**src/design/tlc_ram.sv**
```systemverilog
// Generic single-write, single-read RAM with a registered read port.
`default_nettype none

module tlc_ram #(
  parameter int WIDTH = 8,
  parameter int DEPTH = 16
) (
  input  wire logic                                  clk_i,
  input  wire logic                                  we_i,
  input  wire logic [(DEPTH > 1 ? $clog2(DEPTH) : 1)-1:0] waddr_i,
  input  wire logic [WIDTH-1:0]                      wdata_i,
  input  wire logic                                  re_i,
  input  wire logic [(DEPTH > 1 ? $clog2(DEPTH) : 1)-1:0] raddr_i,
  output      logic [WIDTH-1:0]                      rdata_o
);

  logic [WIDTH-1:0] mem_q [DEPTH];
  logic [WIDTH-1:0] rdata_q;

  // Write port.
  always_ff @(posedge clk_i) begin
    if (we_i) begin
      mem_q[waddr_i] <= wdata_i;
    end
  end

  // Read port; the data holds until the next read.
  always_ff @(posedge clk_i) begin
    if (re_i) begin
      rdata_q <= mem_q[raddr_i];
    end
  end

  assign rdata_o = rdata_q;

endmodule

`default_nettype wire

```
**config.mk**
```make
export PLATFORM = sky130hd
export DESIGN_NAME = tlc_ram
export DESIGN_NICKNAME = d
export VERILOG_FILES = /design/src/design/tlc_ram.sv
export SDC_FILE = /design/constraint.sdc
export NUM_CORES = 1
export LEC_CHECK = 0
export ABC_AREA = 1
export BUFFER_PORTS_ARGS = -buffer_cell sky130_fd_sc_hd__buf_2
export CAP_MARGIN = 5
export CORE_ASPECT_RATIO = 0.7
export CORE_MARGIN = 2
export CORE_UTILIZATION = 50
export CTS_CLUSTER_SIZE = 8
export DETAILED_ROUTE_END_ITERATION = 10
export PLACE_DENSITY = 0.67
export SLEW_MARGIN = 0
export SYNTH_ARGS = -nofsm -noshare
export SYNTH_HDL_FRONTEND = slang
export SYNTH_SLANG_ARGS = --single-unit
```
**constraint.sdc**
```tcl
create_clock -name clk_i -period 1.37 [get_ports clk_i]
set_input_delay 0.2055 -clock clk_i [delete_from_list [all_inputs] [get_ports clk_i]]
set_output_delay 0.2055 -clock clk_i [all_outputs]
set_load 0.005 [all_outputs]
```
==> results.ini <==
[routing]
post-route-drc-count = 0
wl_per_cell_um = 17.7
viasPerCell = 5.23
final_antenna_net_count = 0
routed_wl_um = 13500
vias = 4010
drt_iter0_drc = 495
dr.pass1.iters = 5

[worst_setup_path]
crit_arrival_ns = 1.04
cpLargestDelayFamily = flip-flops
cp_num_cells = 1
worst_path_largest_cell_delay_ns = 0.46
r2r_start = mem_q[4][6]$_DFFE_PP_
critical_path.slowest_cell = edfxtp_1
start_kind = register
critPathBufInv = 1
cp.required_ns = 1.16
crit_path_start = rdata_o[6]$_DFFE_PP_
worstRegToRegCells = 6
crit_chain = buf_2
crit_fanout = 1
crit_path_end_kind = output port
critPathKind = register to output port

[logic_synthesis]
synth_cell_types = 11
ys_seq_elements = 136
syn_area_um2 = 5850
ys.warnings.count = 0
syn_nets = 570
syn-mean-instance-area_um2 = 10.6
yosysSeqAreaShare_pct = 69.8
syn-instance-count = 551

[floorplanning]
fp.dieH_um = 94.5
row_count = 32
die_w_um = 133
initial_utilization_pct = 52.2
die_area_um2 = 12600
ioPinCount = 27
fp.coreArea_um2 = 11200

[cells_and_area]
drive_gt1_share_pct = 13.7
fin_nets = 618
synthToLayoutAreaGrowth_pct = 17.3
stdcell_area_um2 = 6860

[sta]
max_slew.worst_pin.slew_ns = 0.591
rsz0062_at_grt = no
final_hold_viol_count = 0
whs_ns = 0.164
setup_tns_ns = 0
finalMaxSlewViolations = 0
fin_crit_ns = 1.24
finClkSkew_ns = 0.00487
fmax_mhz = 806
slew_headroom_pct = 60.5
min_period_over_period_pct = 90.6
setup_viol = 0

[cts]
post-cts-setup-buffers = 0
ctsHtreeMaxLevel = 4
clockBufferDepth = 2
clk_pin_slew_ns = 0.05
numCtsBuffers = 17
cts_tree = yes
cts_root_buf = clkbuf_16
insertion_delay_ns = 0.41
cts_resized = 0
cts.sink_count = 136
cts-hold-fix-buffers = 0

[hold_path]
hp-class = primary input to register
hold_start = re_i
hold_depth = 1

[place]
gp_congestion = 0.860
io_buffers = 26
hpwl_um = 8670
place_area_um2 = 6270

[outcome]
status = completed

[global_route]
overflow = 0
grt_antenna_before_repair = 1
grt_max_degree = 34
grt_pass1_vias = 3833
grt_usage_pct = 23.2
grt_pass1_wl_um = 20900

[power]
p_leak_nw = 2.97
peakVddDrop_uv = 839
power.density_nw_per_um2 = 1430

[job]
max-cap-violations = 0

## area by class of cell
type	instances	area [um^2]
fillers	916	4350
clock buffers	18	429
clock inverters	14	158
multi-input cells	289	1210
inverters	102	383
well taps	153	191
repair buffers	53	395
diodes	1	2.50
flip-flops and latches	136	4080
## cell families (layout without fill, tap and decap cells)
kind of cell / Yosys count / in the layout / share of synthesized area [%]
and+or+nand+nor: 289 / 289 / 20.8
other: 0 / 1 / 0
DFF: 136 / 136 / 69.8
buffers and inverters: 126 / 187 / 9.39
## cell usage after synthesis
cell	instances	area (um^2)
buf_2	13	65.1
edfxtp_1	136	4080
inv_1	100	375
nor2_1	17	63.8
nand2_1	173	649
inv_2	2	7.51
buf_1	1	3.75
buf_6	6	67.6
nand3_1	97	485
buf_4	4	30.0
nand3b_1	2	15.0
## layout by cell type, fill, tap and decap left out
cell / n
clkinvlp_4: 3
nand2_1: 173
inv_2: 2
nand3b_1: 2
nor2_1: 17
clkinv_1: 2
bufinv_16: 3
edfxtp_1: 136
clkinv_4: 2
inv_1: 100
buf_4: 22
buf_2: 26
clkbuf_16: 17
clkinv_2: 4
nand3_1: 97
buf_12: 5
diode_2: 1
clkbuf_1: 1
## state kept, by name, summed over array words and instances, names as in the netlist
name / flops
rdata_o: 8
mem_q: 128
## through the flow
stage / worst slack [ns] / utilization (%) / cells / power (mW)
after floorplan: 0.214 / - / 551 / 5.13
after global placement: -0.0493 / 55.9 / 733 / 5.39
after detailed placement: -0.0390 / 55.9 / 733 / 5.40
after CTS: 0.156 / 61.1 / 765 / 9.86
after global routing: 0.0950 / 61.1 / 765 / 10.1
final: 0.129 / 61.2 / 766 / 9.82
## power by group
part | internal (mW) | switching (mW)
Sequential | 4.69 | 0.0357
Combinational | 0.189 | 0.416
Clock | 2.84 | 1.66
## final timing paths
| path | end | slack (ns) |
|---|---|---|
| min reg2reg | rdata_o[0]$_DFFE_PP_ | 0.76 |
| min | rdata_o[1]$_DFFE_PP_ | 0.16 |
| max | rdata_o[6] | 0.13 |
| max reg2reg | rdata_o[6]$_DFFE_PP_ | 0.20 |
## metal layers
layer  global-route usage (%)  vias to the layer above  wire (um)
li1                         -                     1883          -
met1                     32.8                     1908       6030
met2                     33.7                      193       5880
met3                     7.78                       26       1400
met4                     8.51                        0        224
met5                        0                        -          0
Note: power is estimated with default switching activity, not from simulation.
